### config.mk
export PLATFORM = sky130hd
export DESIGN_NAME = cobb_ctrl
export DESIGN_NICKNAME = d
export VERILOG_FILES = /design/src/rtl/circle_obb_slide_collision_assert.svh /design/src/rtl/cobb_pkg.sv /design/src/rtl/cobb_ctrl.sv
export SDC_FILE = /design/constraint.sdc
export NUM_CORES = 1
export LEC_CHECK = 0
export BUFFER_PORTS_ARGS = -buffer_cell sky130_fd_sc_hd__buf_2
export CAP_MARGIN = 30
export CORE_UTILIZATION = 45
export DETAILED_ROUTE_END_ITERATION = 10
export PLACE_DENSITY_LB_ADDON = 0.3
export SYNTH_ARGS = -nofsm -noshare
export SYNTH_HDL_FRONTEND = slang
export SYNTH_SLANG_ARGS = --single-unit
### constraint.sdc
create_clock -name clk -period 3.7 [get_ports clk]
set_clock_uncertainty 0.2 [all_clocks]
set_input_delay 0.555 -clock clk [delete_from_list [all_inputs] [get_ports clk]]
set_output_delay 0.555 -clock clk [all_outputs]
set_load 0.05 [all_outputs]
### src/rtl/circle_obb_slide_collision_assert.svh
// ----------------------------------------------------------------------------
// Assertion macros for the circle and oriented box collision block
// Shared property forms with the block's clock and reset.
// ----------------------------------------------------------------------------
`ifndef CIRCLE_OBB_SLIDE_COLLISION_ASSERT_SVH
`define CIRCLE_OBB_SLIDE_COLLISION_ASSERT_SVH

// Consequent holds in the same cycle as the antecedent.
`define COBB_ASSERT_IMP(label, ante, cons) \
  label: assert property (@(posedge clk) disable iff (rst) (ante) |-> (cons)) \
    else $error("cobb: assertion failed");

// Consequent holds in the cycle after the antecedent.
`define COBB_ASSERT_NXT(label, ante, cons) \
  label: assert property (@(posedge clk) disable iff (rst) (ante) |=> (cons)) \
    else $error("cobb: assertion failed");

`endif

### src/rtl/cobb_pkg.sv
// ----------------------------------------------------------------------------
// cobb_pkg
// Types, codes and constants shared by the collision block's modules.
// ----------------------------------------------------------------------------
`timescale 1ns / 1ps

package cobb_pkg;

  localparam int MAX_BOXES_DEF   = 16;
  localparam int MAX_CIRCLES_DEF = 16;
  localparam int MAX_STEPS_DEF   = 64;
  localparam int N_W             = 11;
  localparam int CORDIC_ITERS    = 14;

  localparam logic [29:0]        MIN_STEP = 30'd3277;
  localparam logic signed [17:0] HALF_PI  = 18'sd12868;
  localparam logic signed [17:0] PI_Q13   = 18'sd25736;
  localparam logic signed [17:0] GAIN     = 18'sd9949;

  localparam logic [1:0] FUNC_CLEAR  = 2'd0;
  localparam logic [1:0] FUNC_BOX    = 2'd1;
  localparam logic [1:0] FUNC_CIRCLE = 2'd2;
  localparam logic [1:0] FUNC_MOVE   = 2'd3;

  localparam logic [1:0] ST_OK   = 2'd0;
  localparam logic [1:0] ST_FULL = 2'd1;
  localparam logic [1:0] ST_SAT  = 2'd2;

  localparam logic [2:0] REG_RADIUS = 3'd0;
  localparam logic [2:0] REG_BOUNDS = 3'd1;
  localparam logic [2:0] REG_MIN_X  = 3'd2;
  localparam logic [2:0] REG_MAX_X  = 3'd3;
  localparam logic [2:0] REG_MIN_Z  = 3'd4;
  localparam logic [2:0] REG_MAX_Z  = 3'd5;

  typedef struct packed {
    logic [1:0]         func;
    logic signed [31:0] pos_x;
    logic signed [31:0] pos_z;
    logic signed [31:0] delta_x;
    logic signed [31:0] delta_z;
    logic signed [31:0] center_x;
    logic signed [31:0] center_z;
    logic [30:0]        half_x;
    logic [30:0]        half_z;
    logic signed [15:0] angle;
    logic [30:0]        circle_radius_in;
  } item_t;

  typedef struct packed {
    logic signed [31:0] new_x;
    logic signed [31:0] new_z;
    logic [1:0]         status;
  } result_t;

  typedef struct packed {
    logic signed [31:0] cx;
    logic signed [31:0] cz;
    logic [30:0]        hx;
    logic [30:0]        hz;
    logic signed [15:0] cs;
    logic signed [15:0] sn;
  } box_t;

  typedef struct packed {
    logic signed [31:0] cx;
    logic signed [31:0] cz;
    logic [30:0]        r;
  } circ_t;

  typedef enum logic [4:0] {
    OP_NONE, OP_CINIT, OP_CSTEP, OP_DISTX, OP_DISTZ, OP_KINIT, OP_KSQ, OP_KNEXT,
    OP_DINIT, OP_DSTEP, OP_DFIX, OP_TESTX, OP_TESTZ, OP_BREL, OP_BM0, OP_BM1,
    OP_BM2, OP_BM3, OP_BCLAMP, OP_CREL, OP_SQA, OP_SQB, OP_SQR, OP_COMMIT,
    OP_FINZ, OP_FINM
  } dp_op_t;

  typedef struct packed {
    dp_op_t           op;
    logic [3:0]       iter;
    logic [N_W-1:0]   n;
  } dp_cmd_t;

  typedef struct packed {
    logic stop;
    logic hit;
  } dp_stat_t;

  function automatic logic signed [17:0] atan_q13(input logic [3:0] i);
    logic signed [17:0] v;
    case (i)
      4'd0:    v = 18'sd6434;
      4'd1:    v = 18'sd3798;
      4'd2:    v = 18'sd2007;
      4'd3:    v = 18'sd1019;
      4'd4:    v = 18'sd511;
      4'd5:    v = 18'sd256;
      4'd6:    v = 18'sd128;
      4'd7:    v = 18'sd64;
      4'd8:    v = 18'sd32;
      4'd9:    v = 18'sd16;
      4'd10:   v = 18'sd8;
      4'd11:   v = 18'sd4;
      4'd12:   v = 18'sd2;
      4'd13:   v = 18'sd1;
      default: v = 18'sd0;
    endcase
    return v;
  endfunction

endpackage

### src/rtl/cobb_ctrl.sv
// ----------------------------------------------------------------------------
// cobb_ctrl
// Controller: sequences table updates, the step search, the divider and
// the per-substep collider sweep, and keeps the table counts.
// ----------------------------------------------------------------------------
`timescale 1ns / 1ps

module cobb_ctrl #(
  parameter int MAX_BOXES   = cobb_pkg::MAX_BOXES_DEF,
  parameter int MAX_CIRCLES = cobb_pkg::MAX_CIRCLES_DEF,
  parameter int MAX_STEPS   = cobb_pkg::MAX_STEPS_DEF,
  localparam int BAW = $clog2(MAX_BOXES > 1 ? MAX_BOXES : 2),
  localparam int CAW = $clog2(MAX_CIRCLES > 1 ? MAX_CIRCLES : 2)
) (
  input  logic               clk,
  input  logic               rst,
  input  logic               accept,
  input  logic [1:0]         func,
  input  cobb_pkg::dp_stat_t stat,
  output cobb_pkg::dp_cmd_t  cmd,
  output logic               box_we,
  output logic [BAW-1:0]     box_waddr,
  output logic [BAW-1:0]     box_raddr,
  output logic               circ_we,
  output logic [CAW-1:0]     circ_waddr,
  output logic [CAW-1:0]     circ_raddr,
  output logic               busy,
  output logic               done,
  output logic [1:0]         status
);

  localparam int CBW = $clog2(MAX_BOXES + 1);
  localparam int CCW = $clog2(MAX_CIRCLES + 1);
  localparam int KW  = $clog2(MAX_STEPS + 1);
  localparam int IW  = (BAW > CAW) ? BAW : CAW;

  typedef enum logic [4:0] {
    S_IDLE, S_CINIT, S_CSTEP, S_BWR, S_CWR, S_FINZ, S_DX, S_DZ, S_KINIT, S_KSQ,
    S_KCHK, S_DINIT, S_DSTEP, S_DFIX, S_TEST, S_RD, S_REL, S_BM0, S_BM1, S_BM2,
    S_BM3, S_BCL, S_SQA, S_SQB, S_SQR, S_HCHK, S_COMMIT, S_FINM
  } state_t;

  state_t         state;
  logic [CBW-1:0] box_count;
  logic [CCW-1:0] circ_count;
  logic [IW-1:0]  idx;
  logic [KW-1:0]  k, n, sub;
  logic [3:0]     iter;
  logic [4:0]     dcnt;
  logic           kind_box, axis_z, keep;
  logic           k_last;

  assign k_last = (k == KW'(MAX_STEPS));

  always_ff @(posedge clk) begin
    if (rst) begin
      state      <= S_IDLE;
      box_count  <= '0;
      circ_count <= '0;
      idx        <= '0;
      k          <= '0;
      n          <= '0;
      sub        <= '0;
      iter       <= '0;
      dcnt       <= '0;
      kind_box   <= 1'b0;
      axis_z     <= 1'b0;
      keep       <= 1'b0;
      done       <= 1'b0;
      status     <= cobb_pkg::ST_OK;
    end else begin
      done <= 1'b0;
      case (state)
        S_IDLE: if (accept) begin
          status <= cobb_pkg::ST_OK;
          case (func)
            cobb_pkg::FUNC_CLEAR: begin
              box_count  <= '0;
              circ_count <= '0;
              state      <= S_FINZ;
            end
            cobb_pkg::FUNC_BOX: begin
              if (box_count >= CBW'(MAX_BOXES)) begin
                status <= cobb_pkg::ST_FULL;
                state  <= S_FINZ;
              end else begin
                state <= S_CINIT;
              end
            end
            cobb_pkg::FUNC_CIRCLE: begin
              if (circ_count >= CCW'(MAX_CIRCLES)) begin
                status <= cobb_pkg::ST_FULL;
                state  <= S_FINZ;
              end else begin
                state <= S_CWR;
              end
            end
            default: state <= S_DX;
          endcase
        end
        S_CINIT: begin
          iter  <= '0;
          state <= S_CSTEP;
        end
        S_CSTEP: begin
          iter <= iter + 4'd1;
          if (iter == 4'(cobb_pkg::CORDIC_ITERS - 1)) state <= S_BWR;
        end
        S_BWR: begin
          box_count <= box_count + CBW'(1);
          state     <= S_FINZ;
        end
        S_CWR: begin
          circ_count <= circ_count + CCW'(1);
          state      <= S_FINZ;
        end
        S_FINZ, S_FINM: begin
          done  <= 1'b1;
          state <= S_IDLE;
        end
        S_DX: state <= S_DZ;
        S_DZ: state <= S_KINIT;
        S_KINIT: begin
          k     <= KW'(1);
          state <= S_KSQ;
        end
        S_KSQ: state <= S_KCHK;
        S_KCHK: begin
          if (stat.stop) begin
            n     <= k;
            state <= S_DINIT;
          end else if (k_last) begin
            n      <= k;
            status <= cobb_pkg::ST_SAT;
            state  <= S_DINIT;
          end else begin
            k     <= k + KW'(1);
            state <= S_KSQ;
          end
        end
        S_DINIT: begin
          dcnt  <= '0;
          state <= S_DSTEP;
        end
        S_DSTEP: begin
          dcnt <= dcnt + 5'd1;
          if (dcnt == 5'd31) state <= S_DFIX;
        end
        S_DFIX: begin
          sub    <= '0;
          axis_z <= 1'b0;
          state  <= S_TEST;
        end
        S_TEST: begin
          idx  <= '0;
          keep <= 1'b1;
          if (box_count != '0) begin
            kind_box <= 1'b1;
            state    <= S_RD;
          end else if (circ_count != '0) begin
            kind_box <= 1'b0;
            state    <= S_RD;
          end else begin
            state <= S_COMMIT;
          end
        end
        S_RD:  state <= S_REL;
        S_REL: state <= kind_box ? S_BM0 : S_SQA;
        S_BM0: state <= S_BM1;
        S_BM1: state <= S_BM2;
        S_BM2: state <= S_BM3;
        S_BM3: state <= S_BCL;
        S_BCL: state <= S_SQA;
        S_SQA: state <= S_SQB;
        S_SQB: state <= S_SQR;
        S_SQR: state <= S_HCHK;
        S_HCHK: begin
          if (stat.hit) begin
            keep  <= 1'b0;
            state <= S_COMMIT;
          end else if (kind_box && ((CBW'(idx) + CBW'(1)) < box_count)) begin
            idx   <= idx + IW'(1);
            state <= S_RD;
          end else if (kind_box && (circ_count != '0)) begin
            kind_box <= 1'b0;
            idx      <= '0;
            state    <= S_RD;
          end else if (!kind_box && ((CCW'(idx) + CCW'(1)) < circ_count)) begin
            idx   <= idx + IW'(1);
            state <= S_RD;
          end else begin
            state <= S_COMMIT;
          end
        end
        S_COMMIT: begin
          if (!axis_z) begin
            axis_z <= 1'b1;
            state  <= S_TEST;
          end else begin
            axis_z <= 1'b0;
            if ((sub + KW'(1)) == n) begin
              state <= S_FINM;
            end else begin
              sub   <= sub + KW'(1);
              state <= S_TEST;
            end
          end
        end
        default: state <= S_IDLE;
      endcase
    end
  end

  always_comb begin
    cmd.iter = iter;
    cmd.n    = cobb_pkg::N_W'(n);
    case (state)
      S_CINIT:  cmd.op = cobb_pkg::OP_CINIT;
      S_CSTEP:  cmd.op = cobb_pkg::OP_CSTEP;
      S_DX:     cmd.op = cobb_pkg::OP_DISTX;
      S_DZ:     cmd.op = cobb_pkg::OP_DISTZ;
      S_KINIT:  cmd.op = cobb_pkg::OP_KINIT;
      S_KSQ:    cmd.op = cobb_pkg::OP_KSQ;
      S_KCHK:   cmd.op = (!stat.stop && !k_last) ? cobb_pkg::OP_KNEXT : cobb_pkg::OP_NONE;
      S_DINIT:  cmd.op = cobb_pkg::OP_DINIT;
      S_DSTEP:  cmd.op = cobb_pkg::OP_DSTEP;
      S_DFIX:   cmd.op = cobb_pkg::OP_DFIX;
      S_TEST:   cmd.op = axis_z ? cobb_pkg::OP_TESTZ : cobb_pkg::OP_TESTX;
      S_REL:    cmd.op = kind_box ? cobb_pkg::OP_BREL : cobb_pkg::OP_CREL;
      S_BM0:    cmd.op = cobb_pkg::OP_BM0;
      S_BM1:    cmd.op = cobb_pkg::OP_BM1;
      S_BM2:    cmd.op = cobb_pkg::OP_BM2;
      S_BM3:    cmd.op = cobb_pkg::OP_BM3;
      S_BCL:    cmd.op = cobb_pkg::OP_BCLAMP;
      S_SQA:    cmd.op = cobb_pkg::OP_SQA;
      S_SQB:    cmd.op = cobb_pkg::OP_SQB;
      S_SQR:    cmd.op = cobb_pkg::OP_SQR;
      S_COMMIT: cmd.op = keep ? cobb_pkg::OP_COMMIT : cobb_pkg::OP_NONE;
      S_FINZ:   cmd.op = cobb_pkg::OP_FINZ;
      S_FINM:   cmd.op = cobb_pkg::OP_FINM;
      default:  cmd.op = cobb_pkg::OP_NONE;
    endcase
  end

  assign box_we     = (state == S_BWR);
  assign circ_we    = (state == S_CWR);
  assign box_waddr  = box_count[BAW-1:0];
  assign circ_waddr = circ_count[CAW-1:0];
  assign box_raddr  = idx[BAW-1:0];
  assign circ_raddr = idx[CAW-1:0];
  assign busy       = (state != S_IDLE);

endmodule

==> flow_summary_export.csv <==
group,metric,value,unit
worst_setup_path,endpoint_kind,"output port",
synth,yosys.area.top_type,"dfxtp_1",
sta,setup_viol,0,
sta,fin_crit,3321,ps
layout,multi_input_area,2454,um2
clock_network,cts_buffer_depth,2,
clock_network,root_buffer,"clkbuf_8",
status,status,"finished, final reports clean",
job,max-cap-violations,0,
drt,wire_per_inst,15.71,um
worst_setup_path,worstPathMaxFanout,7,
place,place_hpwl,7219,um
grt,grt_start_max_net_pins,40,
drt,via_per_inst,5.922,
floorplanning,rows,33,
synth,synth_fa_ha_area_share,7.780,%
grt,grt-ovfl-total,0,
sta,slew_viol_final,0,
power_and_ir_drop,intPower,999.4,uW
worst_setup_path,cp.arrival,2570,ps
floorplanning,core_area,8258,um2
drt,num_vias,3713,
sta,finalSetupTns,0,ps
clock_network,clkSinkCount,55,
clock_network,ctsHoldBuffers,0,
floorplanning,die_h,94.62,um
synth,synth_compound_area_share,19.64,%
grt,grt.total_usage,22.51,%
sta,clock.fmax,301.1,MHz
power_and_ir_drop,netSwitchingFraction,47.25,%
synth,yosysSeqAreaShare,28.53,%
synth,synth-simple-area-share,28.62,%
synth,synth-edff-count,0,
worst_setup_path,critPathKind,"reg2out",
synth,muxShareOfSynthArea,2.658,%
drt,dr.pass1.iters,8,
sta,slew-limit-headroom,46.94,%
sta,hold_viol,0,
layout,final_net_count,552,
layout,postLayoutCellArea,4144,um2
clock_network,cts_resized,0,
synth,postSynthAreaPerCell,7.689,um2
synth,synth_top_family_by_area,"simple AND/OR/NAND/NOR gates",
worst_setup_path,cp-start-kind,"flop",
power_and_ir_drop,clkPwrFrac,19.0,%
sta,whs,263.8,ps
worst_hold_path,hold_path_class,"reg2reg",
worst_setup_path,crit_slowest_cell,"or4b_1",
synth,synth-main-ff-cell,"dfxtp_1",
power_and_ir_drop,finalPower,1894,uW
synth,synthXorXnorAreaFrac,4.473,%
floorplanning,initial_core_util,46.74,%
synth,synthesis.area,3860,um2
power_and_ir_drop,leakage,0.001702,uW
grt,grt_first_pass_wirelength,16060,um
place,gp_congestion,0.9557,
layout,antennaDiodeCount,0,
worst_setup_path,path_delay_family,"simple AND/OR/NAND/NOR gates",
synth,ys_warn_count,0,
power_and_ir_drop,pwr-share-comb,44.9,%
sta,rsz0062_at_grt,"false",
floorplanning,design.portCount,49,
floorplanning,die_w,94.62,um
power_and_ir_drop,p_seq_share,36.2,%
synth,async_flop_share,0,%
place,portBuffers,44,
worst_setup_path,rrSetupSlack,690,ps
worst_setup_path,slowest_delay,450,ps
worst_setup_path,worstPathBufferInverterCount,2,
grt,antenna_found_initial,0,
sta,worstMarginPinSlew,789.8,ps
layout,layout.cells.non_filler,627,
worst_setup_path,cp_cell_sequence,"inv_1, ha_1, or4b_1, nor3b_2, or4_1, o21ai_1, a21oi_1, o211ai_1, buf_2",
worst_setup_path,worstPathRequired,2940,ps
synth,netlist_instances,502,
drt,drcViolationCount,0,
clock_network,cts_setup_buffers,0,
synth,ys_seq_elements,55,
place,place_inst,619,
place,placed_area,4049,um2
power_and_ir_drop,power_density,457.2,nW/um2
floorplanning,die_area,8952,um2
clock_network,cts_tree,"built",
synth,synth_top_area_share,28.53,%
clock_network,htreeDepth,2,
sta,period_share,89.75,%
layout,nFillCells,810,
drt,drt_iter0_markers,330,
layout,seqCellArea,1101,um2
power_and_ir_drop,p_sw,895.1,uW
drt,routed_wl,9849,um
clock_network,cts_made_buffers,5,
clock_network,clk_pin_slew,110,ps
layout,area_delta_synth_final,7.358,%
clock_network,clock_latency,320,ps
drt,antenna_left,0,
power_and_ir_drop,ir_drop,0.2849,mV
synth,ys_top_cells_by_area,"dfxtp_1 (29%), ha_1 (7.8%), nor2_1 (5.6%)",
layout,drive_gt1_share,14.37,%
synth,yosysUniqueCellTypes,68,
grt,grt_pass1_vias,3260,
[synth_stat cells, types with 2 or more instances]
| master | instances |
|---|---|
| nor2_1 | 58 |
| dfxtp_1 | 55 |
| nand2_1 | 47 |
| a21oi_1 | 31 |
| inv_1 | 25 |
| ha_1 | 24 |
| clkbuf_1 | 19 |
| nand3_1 | 19 |
| o21ai_0 | 18 |
| buf_4 | 16 |
| nor3_1 | 16 |
| nand2b_1 | 11 |
| nand4_1 | 10 |
| xor2_1 | 10 |
| a211oi_1 | 9 |
| mux2i_1 | 8 |
| a311oi_1 | 7 |
| a31oi_1 | 7 |
| xnor2_1 | 7 |
| or3_1 | 6 |
| nor2b_1 | 5 |
| a21o_1 | 4 |
| a22oi_1 | 4 |
| and3_1 | 4 |
| buf_2 | 4 |
| nor4_1 | 4 |
| nor4b_1 | 4 |
| o211ai_1 | 4 |
| a2111oi_0 | 3 |
| a221o_1 | 3 |
| a22o_1 | 3 |
| nand3b_1 | 3 |
| nor3b_1 | 3 |
| o21a_1 | 3 |
| o21ai_1 | 3 |
| o22ai_1 | 3 |
| o31ai_1 | 3 |
| or2_2 | 3 |
| a2bb2oi_1 | 2 |
| a31o_2 | 2 |
| buf_1 | 2 |
| mux2_2 | 2 |
| or4_1 | 2 |
| or4b_1 | 2 |
[power groups by stage]
| stage | sequential, uW | clock (uW) | combinational (uW) |
|---|---|---|---|
| finish | 685 | 359 | 850 |
| floorplan | 672 | 0 | 664 |
| CTS | 681 | 369 | 835 |
| detailed placement | 695 | 0 | 830 |
| global route | 689 | 398 | 920 |
| global placement | 693 | 0 | 821 |
[routing by layer]
layer	vias to the layer above	GRT usage (%)	share of wire, %
li1	1815	-	-
met1	1743	32.24	47
met2	136	33.57	44
met3	19	4.267	7.2
met4	0	7.449	1.8
met5	-	0	0
[cells in the final DEF, fill, tap and decap left out, types with 5 or more instances in the layout]
cell type   n
a211oi_1    9
a21oi_1    31
a311oi_1    7
a31oi_1     7
buf_2      44
buf_4       6
clkbuf_8    5
dfxtp_1    55
ha_1       24
inv_1      25
mux2i_1     8
nand2_1    47
nand2b_1   11
nand3_1    19
nand4_1    10
nor2_1     58
nor2b_1     5
nor3_1     16
o21ai_0    18
or3_1       6
xnor2_1     7
xor2_1     10
[worst paths after layout]
path              cells after the start            to    startpoint
hold / removal                        2     status[1]     status[1]
hold reg to reg                       2     status[1]     status[1]
setup / recovery                      9       cmd[16]          k[0]
setup reg to reg                      8  box_raddr[2]  box_raddr[0]
[cells by family (layout without fill, tap and decap cells)]
group,count (synthesis),in the layout
AO/OA/AOI/OAI,115,115
other,1,4
multiplexers,10,10
XOR/XNOR,18,18
AND/OR/NAND/NOR,212,212
flip-flops,55,55
buffers and inverters,67,84
adder cells (fa/ha/maj),24,24
[sequential cells by signal, summed over array words and instances, names as in the netlist]
signal	cells
k	7
n	7
sub	7
box_count	5
circ_count	5
dcnt	5
state	5
box_raddr	4
iter	4
status	2
axis_z	1
done	1
keep	1
kind_box	1
[layout make-up]
type                    instances  area share, %
clock buffers                   5          1.661
clock inverters                 3         0.6341
inverters                      26          2.355
multi-input cells             383          59.21
flip-flops and latches         55          26.57
well taps                     105          3.170
repair buffers                 50          6.401
[per-stage QoR]
step / util (%) / setup slack (ps)
CTS: 50.18 / 398.7
finish: 50.18 / 379.2
floorplan: - / 718.3
detailed placement: 49.03 / 763.2
global placement: 49.03 / 858.3
global route: 50.18 / 197.1
[worst reg2reg max path, delay by kind of cell (launching register included)]
kind	cells	cell delay, ps
simple gates	2	480
compound gates	4	1240
flops	1	440
fa+ha+maj	2	500
Power figures use the tool's default switching activity.
