--- src/rtl/circle_obb_slide_collision_assert.svh ---
// ----------------------------------------------------------------------------
// Assertion macros for the circle and oriented box collision block
// Shared property forms with the block's clock and reset.
// ----------------------------------------------------------------------------
`ifndef CIRCLE_OBB_SLIDE_COLLISION_ASSERT_SVH
`define CIRCLE_OBB_SLIDE_COLLISION_ASSERT_SVH

// Consequent holds in the same cycle as the antecedent.
`define COBB_ASSERT_IMP(label, ante, cons) \
  label: assert property (@(posedge clk) disable iff (rst) (ante) |-> (cons)) \
    else $error("cobb: assertion failed");

// Consequent holds in the cycle after the antecedent.
`define COBB_ASSERT_NXT(label, ante, cons) \
  label: assert property (@(posedge clk) disable iff (rst) (ante) |=> (cons)) \
    else $error("cobb: assertion failed");

`endif

--- src/rtl/cobb_ram.sv ---
// ----------------------------------------------------------------------------
// cobb_ram
// Generic single write port RAM with one registered read port.
// ----------------------------------------------------------------------------
`timescale 1ns / 1ps

module cobb_ram #(
  parameter int WIDTH = 8,
  parameter int DEPTH = 16,
  localparam int AW = $clog2(DEPTH > 1 ? DEPTH : 2)
) (
  input  logic             clk,
  input  logic             we,
  input  logic [AW-1:0]    waddr,
  input  logic [WIDTH-1:0] wdata,
  input  logic [AW-1:0]    raddr,
  output logic [WIDTH-1:0] rdata
);

  logic [WIDTH-1:0] mem [DEPTH];

  always_ff @(posedge clk) begin
    if (we) begin
      mem[waddr] <= wdata;
    end
    rdata <= mem[raddr];
  end

endmodule

--- config.mk ---
export PLATFORM = sky130hd
export DESIGN_NAME = cobb_ram
export DESIGN_NICKNAME = d
export VERILOG_FILES = /design/src/rtl/circle_obb_slide_collision_assert.svh /design/src/rtl/cobb_ram.sv
export SDC_FILE = /design/constraint.sdc
export NUM_CORES = 1
export LEC_CHECK = 0
export BUFFER_PORTS_ARGS = -buffer_cell sky130_fd_sc_hd__buf_4
export CORE_MARGIN = 2
export CORE_UTILIZATION = 40
export CTS_CLUSTER_DIAMETER = 100
export DETAILED_ROUTE_END_ITERATION = 10
export PLACE_DENSITY_LB_ADDON = 0.05
export SYNTH_ARGS = -nofsm -noshare
export SYNTH_HDL_FRONTEND = slang
export SYNTH_SLANG_ARGS = --single-unit
--- constraint.sdc ---
create_clock -name clk -period 2.09 [get_ports clk]
set_input_delay 0.3135 -clock clk [delete_from_list [all_inputs] [get_ports clk]]
set_output_delay 0.3135 -clock clk [all_outputs]
set_load 0.01 [all_outputs]
==> metrics.md, run 1 <==
| Metric | Value |
|---|---|
| Status | `completed` |
| Nets | `~310` |
| Antenna Nets Post-Route | `0` |
| Worst Setup Start Kind | `register` |
| Placement Cell Area | `0.00568 sq mm` |
| VDD IR max | `about 500 uV` |
| Core area | `roughly 0.013 sq mm` |
| DP Worst Slack | `a little under 0.3 ns` |
| Library cells used by synthesis | `19` |
| # setup viols final | `0` |
| Max-Cap Viols | `0` |
| TritonCTS Sinks | `approximately 140` |
| Port bufs | `25` |
| Later-pin clock latency in the skew report | `approximately 0.4 ns` |
| Mean Syn Cell Area | `22.5 sq um` |
| Setup Crit Path Kind | `reg2reg` |
| Worst setup margin | `approximately 0.69 ns` |
| H-Tree Depth | `4` |
| DR WL/cell | `22.3 um` |
| Req. time, crit path | `~2.4 ns` |
| Yosys warning count | `0` |
| Netlist Area Pre-Place | `0.00515 sq mm` |
| Syn_nets | `between 200 and 250` |
| Synth top area cells | `edfxtp_1, mux4_2, mux4_1, dfxtp_1, a22oi_1` |
| #FFs+latches synth | `136` |
| Clock Path Buffers | `2` |
| CTS tree | `built` |
| Area share of fa/ha/maj cells after synthesis | `0%` |
| Setup TNS Final | `0 ns` |
| Post-synthesis mux area share | `15.0%` |
| Core Util, Final | `49.5%` |
| Clock Skew | `between 0.006 and 0.007 ns` |
| DP HPWL | `slightly below 7000 um` |
| Largest family of logic cells by synthesized area | `multiplexers` |
| Gpl congestion | `~0.77` |
| Ratio of cells with drive above 1 in the final layout | `roughly a third` |
| Slew Viols, Final | `0` |
| Tcrit/Tclk final | `roughly two thirds` |
| Synth Area in Compound Gates | `2.33%` |
| CTS buffer count | `17` |
| Largest net degree at the start of global routing | `28` |
| Number of DRC markers in iteration 0 | `110` |
| Clock-pin slew on the worst setup and hold paths | `roughly 0.050 ns` |
| Post-synthesis simple-gate area fraction | `3.18%` |
| Post-synthesis sequential area ratio | `77.8%` |
| P_sw | `1.21 mW` |
| Slew @ Worst Pin | `0.410 ns` |
| Final antenna diode count | `0` |
| Comb pwr share | `between 5 and 6%` |
| FMAX | `just over 700 MHz` |
| Boundary pin count | `26` |
| Worst-path fanout max | `1` |
| CP Capture Type | `register` |
| Cells after Synth | `229` |
| Global-route usage over all layers | `around 17%` |
| Hold WC Path Type | `in2reg` |
| Fin area | `~0.0062 sq mm` |
| Worst path arrival time | `1.69 ns` |
| # resized after CTS | `0` |
| Post-route DRC | `0` |
| Leak pwr | `2.12 nW` |
| Layout area overhead | `20.9%` |
| Crit path time final | `about 1.4 ns` |
| DR vias/cell | `between 5 and 6` |
| Overflow after GRT | `0` |
| Antenna violations before repair | `0` |
| RSZ-0062 raised after global routing | `false` |
| P_int | `roughly 4.8 mW` |
| Routed WL | `between 10000 and 15000 um` |
| Cell taking the most area after synthesis | `edfxtp_1` |
| Full die area | `0.0138 sq mm` |
| Initial Utilization | `41.0%` |
| Xor/xnor share of the synthesized area | `0%` |
| Clk pwr share | `between 40% and 50%` |
| Worst slew margin | `72.6%` |
| Vias in the first global route | `approximately 2.5k` |
| Proportion of power drawn by flip-flops and latches | `between 50% and 60%` |
| First-pass GRT wire length | `between 15000 and 20000 um` |
| Post-synth top area share | `about 75%` |
| Fin. Hold Viols | `0` |
| Row cnt | `between 40 and 50` |
| Die width | `roughly 120 um` |
| First-pass DRT Iterations | `4` |
| Sw Ratio | `roughly a fifth` |
| Post-CTS setup repair buffer count | `0` |
| Root buf cell | `clkbuf_16` |
| Die Span Y | `~120 um` |
| Vias | `about 2.5k` |
| Pwr dens | `around 970 mW/mm^2` |
| # fillers | `1025` |
| Cts-stage hold buffer count | `0` |
-- synth_stat cells --
| library cell | n |
|---|---|
| a22oi_1 | 16 |
| and2_1 | 1 |
| and2b_1 | 1 |
| buf_2 | 3 |
| buf_4 | 1 |
| buf_6 | 3 |
| clkdlybuf4s25_2 | 3 |
| dfxtp_1 | 8 |
| edfxtp_1 | 128 |
| mux4_1 | 14 |
| mux4_2 | 18 |
| nand2_1 | 9 |
| nand2b_1 | 2 |
| nand3_1 | 1 |
| nand3b_1 | 2 |
| nor2_1 | 13 |
| nor2b_1 | 1 |
| nor3_1 | 4 |
| or3b_2 | 1 |
-- through the flow --
step	hold slack, ns	instances	power [mW]
6_report	0.215	474	6.03
5_1_grt	0.222	474	6.25
4_1_cts	0.206	474	6.10
3_5_place_dp	0.641	442	3.45
3_3_place_gp	0.632	442	3.45
2_1_floorplan	0.412	229	3.28
-- cell families (layout without fill, tap and decap cells) --
family	count (synthesis)	after routing
buffers and inverters	10	83
AOI/OAI and AO/OA	16	16
DFF	136	136
muxes	32	32
and+or+nand+nor	35	35
-- path summary, 6_finish.rpt --
path,slack [ns],from,to,cells past startpoint
hold / removal,0.21,wdata[7],mem[5][7]$_DFFE_PP_,1
setup reg to reg,0.69,mem[1][3]$_DFFE_PP_,rdata[3]$_DFF_P_,3
setup / recovery,0.69,mem[1][3]$_DFFE_PP_,rdata[3]$_DFF_P_,3
hold reg to reg,0.66,mem[14][7]$_DFFE_PP_,rdata[7]$_DFF_P_,3
-- state kept, by name (all words and copies together) (netlist names) --
name	cells
mem	128
rdata	8
-- critical path, cell delays in order, from the launching register on --
cell      delay [ns]
edfxtp_1        0.36
mux4_1          0.50
a22oi_1         0.32
nand2_1         0.09
-- metal layers --
layer  wire length (um)  up-vias  track usage, %
met5                  0        -               0
met4                127        0            6.33
met3                413       12            4.72
met2               4920       60            24.3
met1               5110     1307            24.0
li1                   -     1092               -
-- cell usage in the layout (no fill, tap or decap), types with 4 or more instances in the layout --
| cell type | count |
|---|---|
| edfxtp_1 | 128 |
| buf_4 | 49 |
| mux4_2 | 18 |
| clkbuf_16 | 17 |
| a22oi_1 | 16 |
| mux4_1 | 14 |
| nor2_1 | 13 |
| nand2_1 | 9 |
| dfxtp_1 | 8 |
| nor3_1 | 4 |
| clkbuf_8 | 4 |
| clkinv_2 | 4 |
-- area by class of cell --
type                            instances  area (sq um)  area share [%]
Multi-Input combinational cell         83          1060            17.0
Clock inverter                          8          46.3           0.744
Sequential cell                       136          4000            64.3
Timing Repair Buffer                   51           408            6.56
Tap cell                              172           215            3.46
Clock buffer                           24           492            7.90
-- power by group through the flow --
stage / clock [mW] / combinational, mW / sequential [mW]
after floorplan: 0 / 0.155 / 3.13
after global routing: 2.83 / 0.348 / 3.07
after global placement: 0 / 0.324 / 3.13
after detailed placement: 0 / 0.325 / 3.12
after CTS: 2.70 / 0.325 / 3.07
final: 2.65 / 0.317 / 3.07
No activity file was read; power rests on OpenSTA's default activity.
==> run 2, diff against run 1 <==
==> constraint.sdc (replaced) <==
create_clock -name clk -period 1.5 [get_ports clk]
set_input_delay 0.225 -clock clk [delete_from_list [all_inputs] [get_ports clk]]
set_output_delay 0.225 -clock clk [all_outputs]
set_load 0.01 [all_outputs]
==> run 2 against run 1 <==
Net effect:
- count of clock-buffer cells in the layout grew 3
- register-to-register slack lost 0.53 ns
- combinational power rose by 43%
- utilization increased by 0.21 points
- sequential cell count is the same
- non-clock buffer count unchanged
- hold slack got worse by 0.098 ns
- wire length fell by 1.5%
- largest cell class unchanged
==> metrics.md, run 2 (synthesized netlist as in run 1, its figures left out) <==
| Metric | Value |
|---|---|
| Placement Cell Area | `0.00573 sq mm (+0.75%)` |
| Tcrit/Tclk final | `89.1% (+22 points)` |
| Worst slew margin | `44.4% (-28 points)` |
| CP Capture Type | `register` |
| Worst hold endpoint | `mem[14][6]$_DFFE_PP_` |
| Max reg flops | `128 (unchanged)` |
| Commonest non-fill, non-tap cell in the layout | `edfxtp_1` |
| Clock Path Buffers | `2 (unchanged)` |
| Pwr dens | `1340 mW/mm^2 (+38%)` |
| Clock Skew | `0.0136 ns (+0.00724 ns)` |
| Setup Crit Path Kind | `reg2reg` |
| Clk pwr share | `43.5% (-0.4 points)` |
| DR WL/cell | `22.0 um (-1.3%)` |
| Crit path max-delay cell type | `mux4_1` |
| R2R cell count | `3 (unchanged)` |
| P_int | `6.73 mW (+40%)` |
| P_sw | `1.65 mW (+36%)` |
| Antenna violations before repair | `0 (unchanged)` |
| Die width | `117 um (unchanged)` |
| # resized after CTS | `0 (unchanged)` |
| Comb pwr share | `5.4% (+0.2 points)` |
| Core area | `0.0126 sq mm (unchanged)` |
| # setup viols final | `0 (unchanged)` |
| Fin area | `0.00625 sq mm (+0.42%)` |
| Commonest cells after routing, fill and taps aside | `edfxtp_1, buf_4, mux4_2, clkbuf_16, a22oi_1` |
| Hold path startpoint | `wdata[6]` |
| Proportion of power drawn by flip-flops and latches | `51.1% (+0.2 points)` |
| Die Span Y | `117 um (unchanged)` |
| Fin. Hold Viols | `0 (unchanged)` |
| Later-pin clock latency in the skew report | `0.42 ns (about the same)` |
| VDD IR max | `618 uV (+22%)` |
| WHS Path Cells | `1 (unchanged)` |
| Ratio of cells with drive above 1 in the final layout | `31.6% (-0.89 points)` |
| Post-route DRC | `0 (unchanged)` |
| Boundary pin count | `26 (unchanged)` |
| Crit-path cells | `mux4_1 > a22oi_1 > nand2_1` |
| Root buf cell | `clkbuf_16` |
| First-pass GRT wire length | `15700 um (-3.4%)` |
| Reg2reg end | `rdata[0]$_DFF_P_` |
| Worst setup margin | `0.164 ns (-0.527 ns)` |
| DR vias/cell | `5.12 (-1.7%)` |
| Vias in the first global route | `2483 (-1.4%)` |
| Setup TNS Final | `0 ns (unchanged)` |
| Vias | `2424 (-1.9%)` |
| Largest net degree at the start of global routing | `17 (-39%)` |
| Worst-path fanout max | `1 (unchanged)` |
| FMAX | `749 MHz (+4.7%)` |
| First-pass DRT Iterations | `4 (unchanged)` |
| Row cnt | `41 (unchanged)` |
| Layout area overhead | `21.4%` |
| Initial Utilization | `41.0% (unchanged)` |
| Nets | `307 (unchanged)` |
| DP HPWL | `6630 um (-2.8%)` |
| Number of DRC markers in iteration 0 | `188 (+71%)` |
| Status | `completed` |
| Slew @ Worst Pin | `0.833 ns (+0.422 ns)` |
| Sw Ratio | `19.6% (-0.43 points)` |
| R2r setup slk | `0.16 ns (-0.53 ns)` |
| Top reg by flops | `mem` |
| Crit path time final | `1.34 ns (-0.0628 ns)` |
| Routed WL | `10400 um (-1.5%)` |
| Worst Setup Start Kind | `register` |
| Leak pwr | `2.13 nW (+0.49%)` |
| RSZ-0062 raised after global routing | `false` |
| Fin Hold WS | `0.117 ns (-0.0978 ns)` |
| Max stage delay on crit path | `0.48 ns (-0.02 ns)` |
| Hold WC Path Type | `in2reg` |
| Port bufs | `25 (unchanged)` |
| Slew Viols, Final | `0 (unchanged)` |
| Max-Cap Viols | `0 (unchanged)` |
| Req. time, crit path | `1.80 ns (-0.58 ns)` |
| Gpl congestion | `0.729 (-5.2%)` |
| Biggest regs | `mem: 128 flops, rdata: 8 flops` |
| TritonCTS Sinks | `136 (unchanged)` |
| Antenna Nets Post-Route | `0 (unchanged)` |
| Largest delay share family, worst path | `multiplexers` |
| Final antenna diode count | `0 (unchanged)` |
| Worst R2R Start | `mem[2][0]$_DFFE_PP_` |
| Clock-pin slew on the worst setup and hold paths | `0.05 ns (about the same)` |
| H-Tree Depth | `4 (unchanged)` |
| CTS buffer count | `17 (unchanged)` |
| DP Worst Slack | `-0.166 ns (-0.460 ns)` |
| CTS tree | `built` |
| Buf/Inv on CP | `0 (unchanged)` |
| Full die area | `0.0138 sq mm (unchanged)` |
| Post-CTS setup repair buffer count | `0 (unchanged)` |
| Overflow after GRT | `0 (unchanged)` |
| Worst path arrival time | `1.64 ns (-0.05 ns)` |
| Global-route usage over all layers | `16.3% (-0.36 points)` |
| Cts-stage hold buffer count | `0 (unchanged)` |
run 2: cell types whose count changed in the layout (fill, tap and decap cells not counted):
| cell | delta |
|---|---|
| buf_12 | +3 |
| nor3_1 | -1 |
| clkbuf_1 | +3 |
| clkinv_2 | -1 |
| buf_4 | -3 |
| clkinvlp_4 | -3 |
| nor3_2 | +1 |
run 2: area by class of cell:
type / instances / area, sq um
fill: 1047 / 6320
sequential: 136 / 4000
multi-input combinational: 83 / 1060
clock buffer: 27 / 503
timing repair buffer: 51 / 445
tap: 172 / 215
clock inverter: 4 / 18.8
run 2: how the worst max path moves through the flow:
stage,start,end,slack [ns],depth (start not counted)
after CTS,mem[2][0]$_DFFE_PP_,rdata[0]$_DFF_P_,0.08,3
after global routing,mem[0][0]$_DFFE_PP_,rdata[0]$_DFF_P_,0.04,3
after floorplan,waddr[2],mem[3][0]$_DFFE_PP_,0.009,2
after global placement,raddr[0],rdata[0]$_DFF_P_,-0.17,5
final,mem[2][0]$_DFFE_PP_,rdata[0]$_DFF_P_,0.16,3
after detailed placement,raddr[0],rdata[0]$_DFF_P_,-0.17,5
run 2: power by group through the flow:
stage	registers [mW]	logic, mW	clock network (mW)
6_report	4.28	0.454	3.65
3_3_place_gp	4.35	0.464	0
4_1_cts	4.28	0.468	3.74
3_5_place_dp	4.35	0.468	0
2_1_floorplan	4.36	0.216	0
5_1_grt	4.28	0.492	3.91
run 2: routing by layer:
layer  wire, um  up-vias  global-route usage, %
met5          0        -                      0
met3        394       16                   4.67
met1       5000     1261                   23.1
met4        155        0                   6.55
met2       4870       59                   24.0
li1           -     1088                      -
run 2: worst register-to-register path, stage by stage, from the launching register on:
cell and delay, ns:
edfxtp_1 0.36, mux4_1 0.48, a22oi_1 0.31, nand2_1 0.08
run 2: per-stage QoR:
stage               cells  total power [mW]  util (%)
finish                473              8.38      49.7
global route          473              8.69      49.7
CTS                   473              8.48      49.7
detailed placement    442              4.82      45.6
global placement      442              4.82      45.6
floorplan             229              4.57         -
==> run 3, diff against run 2 <==
==> constraint.sdc (replaced) <==
create_clock -name clk -period 1.56 [get_ports clk]
set_input_delay 0.234 -clock clk [delete_from_list [all_inputs] [get_ports clk]]
set_output_delay 0.234 -clock clk [all_outputs]
set_load 0.01 [all_outputs]
==> run 3 against run 2 <==
Net effect:
- maximum frequency decreased by 3.8%
- setup slack improved by 0.0074 ns
- hold slack improved by 0.015 ns
- sequential cell count unchanged
- critical path type unchanged
- critical endpoint unchanged
- largest cell class unchanged
- largest power group unchanged
- highest routed layer unchanged
==> metrics.md, run 3 (synthesized netlist as in run 1, its figures left out) <==
| Metric | Value |
|---|---|
| Clock Skew | `0.0100 ns (-0.00357 ns)` |
| Routed WL | `10600 um (+1.9%)` |
| P_sw | `1.61 mW (-2.3%)` |
| Largest net degree at the start of global routing | `20 (+3)` |
| Later-pin clock latency in the skew report | `0.41 ns (about the same)` |
| CP Capture Type | `register` |
| P_int | `6.68 mW (-0.73%)` |
| Gpl congestion | `0.711 (-2.6%)` |
| Post-Route M1 WL | `4880 um (-2.5%)` |
| # resized after CTS | `0 (unchanged)` |
| Status | `completed` |
| First-pass DRT Iterations | `4 (unchanged)` |
| Antenna violations before repair | `0 (unchanged)` |
| Total power | `8.29 mW (-1.0%)` |
| Leak pwr | `2.12 nW (-0.64%)` |
| Crit path time final | `1.39 ns (+0.0526 ns)` |
| R2R cell count | `3 (unchanged)` |
| CTS tree | `built` |
| Top reg by flops | `mem` |
| Clock Path Buffers | `2 (unchanged)` |
| Overflow after GRT | `0 (unchanged)` |
| Vias in the first global route | `2545 (+2.5%)` |
| Req. time, crit path | `1.85 ns (+0.05 ns)` |
| Commonest cells after routing, fill and taps aside | `edfxtp_1, buf_4, mux4_2, clkbuf_16, a22oi_1` |
| Initial Utilization | `41.0% (unchanged)` |
| Clk pwr share | `45.3% (+1.8 points)` |
| Boundary pin count | `26 (unchanged)` |
| Cts-stage hold buffer count | `0 (unchanged)` |
| Max-Cap Viols | `0 (unchanged)` |
| Fin Hold WS | `0.132 ns (+0.0153 ns)` |
| H-Tree Depth | `4 (unchanged)` |
| Ratio of cells with drive above 1 in the final layout | `30.5% (-1.0 points)` |
| Worst R2R Start | `mem[5][0]$_DFFE_PP_` |
| Final antenna diode count | `0 (unchanged)` |
| Met2 WL post-DR | `5040 um (+3.5%)` |
| Global-route usage over all layers | `17.1% (+0.77 points)` |
| R2r setup slk | `0.17 ns (about the same)` |
| Die width | `117 um (unchanged)` |
| DP Worst Slack | `-0.141 ns (+0.0248 ns)` |
| Hold path startpoint | `wdata[6]` |
| Fin. Hold Viols | `0 (unchanged)` |
| Top layer in use | `met4` |
| Pwr dens | `1330 mW/mm^2 (-0.77%)` |
| Die Span Y | `117 um (unchanged)` |
| Worst Setup Start Kind | `register` |
| Worst-path fanout max | `1 (unchanged)` |
| Layout area overhead | `21.1%` |
| Vias | `2415 (-0.37%)` |
| Nets | `303 (-1.3%)` |
| DR vias/cell | `5.14 (+0.26%)` |
| Row cnt | `41 (unchanged)` |
| Max reg flops | `128 (unchanged)` |
| # setup viols final | `0 (unchanged)` |
| Placement Cell Area | `0.00567 sq mm (-0.96%)` |
| Commonest non-fill, non-tap cell in the layout | `edfxtp_1` |
| Post-route DRC | `0 (unchanged)` |
| TritonCTS Sinks | `136 (unchanged)` |
| CTS buffer count | `17 (unchanged)` |
| Worst slew margin | `44.5% (+0.15 points)` |
| Number of DRC markers in iteration 0 | `211 (+12%)` |
| Setup TNS Final | `0 ns (unchanged)` |
| First-pass GRT wire length | `16300 um (+4.3%)` |
| Port bufs | `25 (unchanged)` |
| Reg2reg end | `rdata[0]$_DFF_P_` |
| Fin area | `0.00623 sq mm (-0.28%)` |
| Slew Viols, Final | `0 (unchanged)` |
| RSZ-0062 raised after global routing | `false` |
| Worst setup margin | `0.172 ns (+0.00742 ns)` |
| DR WL/cell | `22.6 um (+2.5%)` |
| Antenna Nets Post-Route | `0 (unchanged)` |
| Biggest regs | `mem: 128 flops, rdata: 8 flops` |
| Comb pwr share | `5.1% (-0.3 points)` |
| Root buf cell | `clkbuf_16` |
| Clock-pin slew on the worst setup and hold paths | `0.06 ns (about the same)` |
| Crit. Startpoint | `mem[5][0]$_DFFE_PP_` |
| Full die area | `0.0138 sq mm (unchanged)` |
| Slew @ Worst Pin | `0.831 ns (-0.00221 ns)` |
| Critical path endpoint | `rdata[0]$_DFF_P_` |
| Sw Ratio | `19.4% (-0.26 points)` |
| Worst path arrival time | `1.68 ns (+0.04 ns)` |
| Tcrit/Tclk final | `89.0% (about the same)` |
| Core area | `0.0126 sq mm (unchanged)` |
| Hold WC Path Type | `in2reg` |
| Met3 wire len | `563 um (+43%)` |
| FMAX | `720 MHz (-3.8%)` |
| DP HPWL | `6630 um (about the same)` |
| VDD IR max | `672 uV (+8.7%)` |
| Post-CTS setup repair buffer count | `0 (unchanged)` |
| Proportion of power drawn by flip-flops and latches | `49.6% (-1.5 points)` |
| # fillers | `1022 (-2.4%)` |
| Setup Crit Path Kind | `reg2reg` |
==> run 3: cell types whose count changed in the layout (fill, tap and decap cells not counted), sizes merged <==
cell | before | now
buf | 51 | 47
bufinv | 0 | 1
clkbuf | 27 | 29
clkinv | 4 | 2
==> run 3: worst min path at each step <==
| stage | to | slack (ns) | depth (start not counted) |
|---|---|---|---|
| floorplan | mem[0][0]$_DFFE_PP_ | 0.33 | 0 |
| CTS | mem[13][5]$_DFFE_PP_ | 0.12 | 1 |
| global placement | mem[15][5]$_DFFE_PP_ | 0.55 | 1 |
| finish | mem[11][6]$_DFFE_PP_ | 0.13 | 1 |
| detailed placement | mem[13][5]$_DFFE_PP_ | 0.56 | 1 |
| global route | mem[2][5]$_DFFE_PP_ | 0.14 | 1 |
==> run 3: stage by stage <==
step                      utilization, %  cells
after global routing                49.6    470
after global placement              45.1    438
after detailed placement            45.1    438
after floorplan                        -    229
after CTS                           49.6    470
final                               49.6    470
==> run 3: cell type report <==
type | count | area, sq um | area share [%]
clock buffers | 29 | 520 | 8.35
clock inverters | 3 | 38.8 | 0.622
multi-input cells | 83 | 1060 | 17.0
flip-flops and latches | 136 | 4000 | 64.3
well taps | 172 | 215 | 3.45
repair buffers | 47 | 390 | 6.27
==> run 3: power groups by stage <==
stage                     Clock [mW]  Combinational, mW  Sequential (mW)
final                           3.75              0.421             4.12
after global routing            3.97              0.461             4.12
after CTS                       3.81              0.435             4.12
after detailed placement           0              0.434             4.19
after global placement             0              0.432             4.19
after floorplan                    0              0.208             4.19
==> run 3: per-layer routing <==
metal	vias up	track usage, %
met5	-	0
met4	0	6.78
met3	12	4.82
met2	66	25.4
met1	1251	24.0
li1	1086	-
==> run 3: critical path, stage by stage (launching register included) <==
cell,delay [ns]
edfxtp_1,0.36
mux4_1,0.54
a22oi_1,0.28
nand2_1,0.08
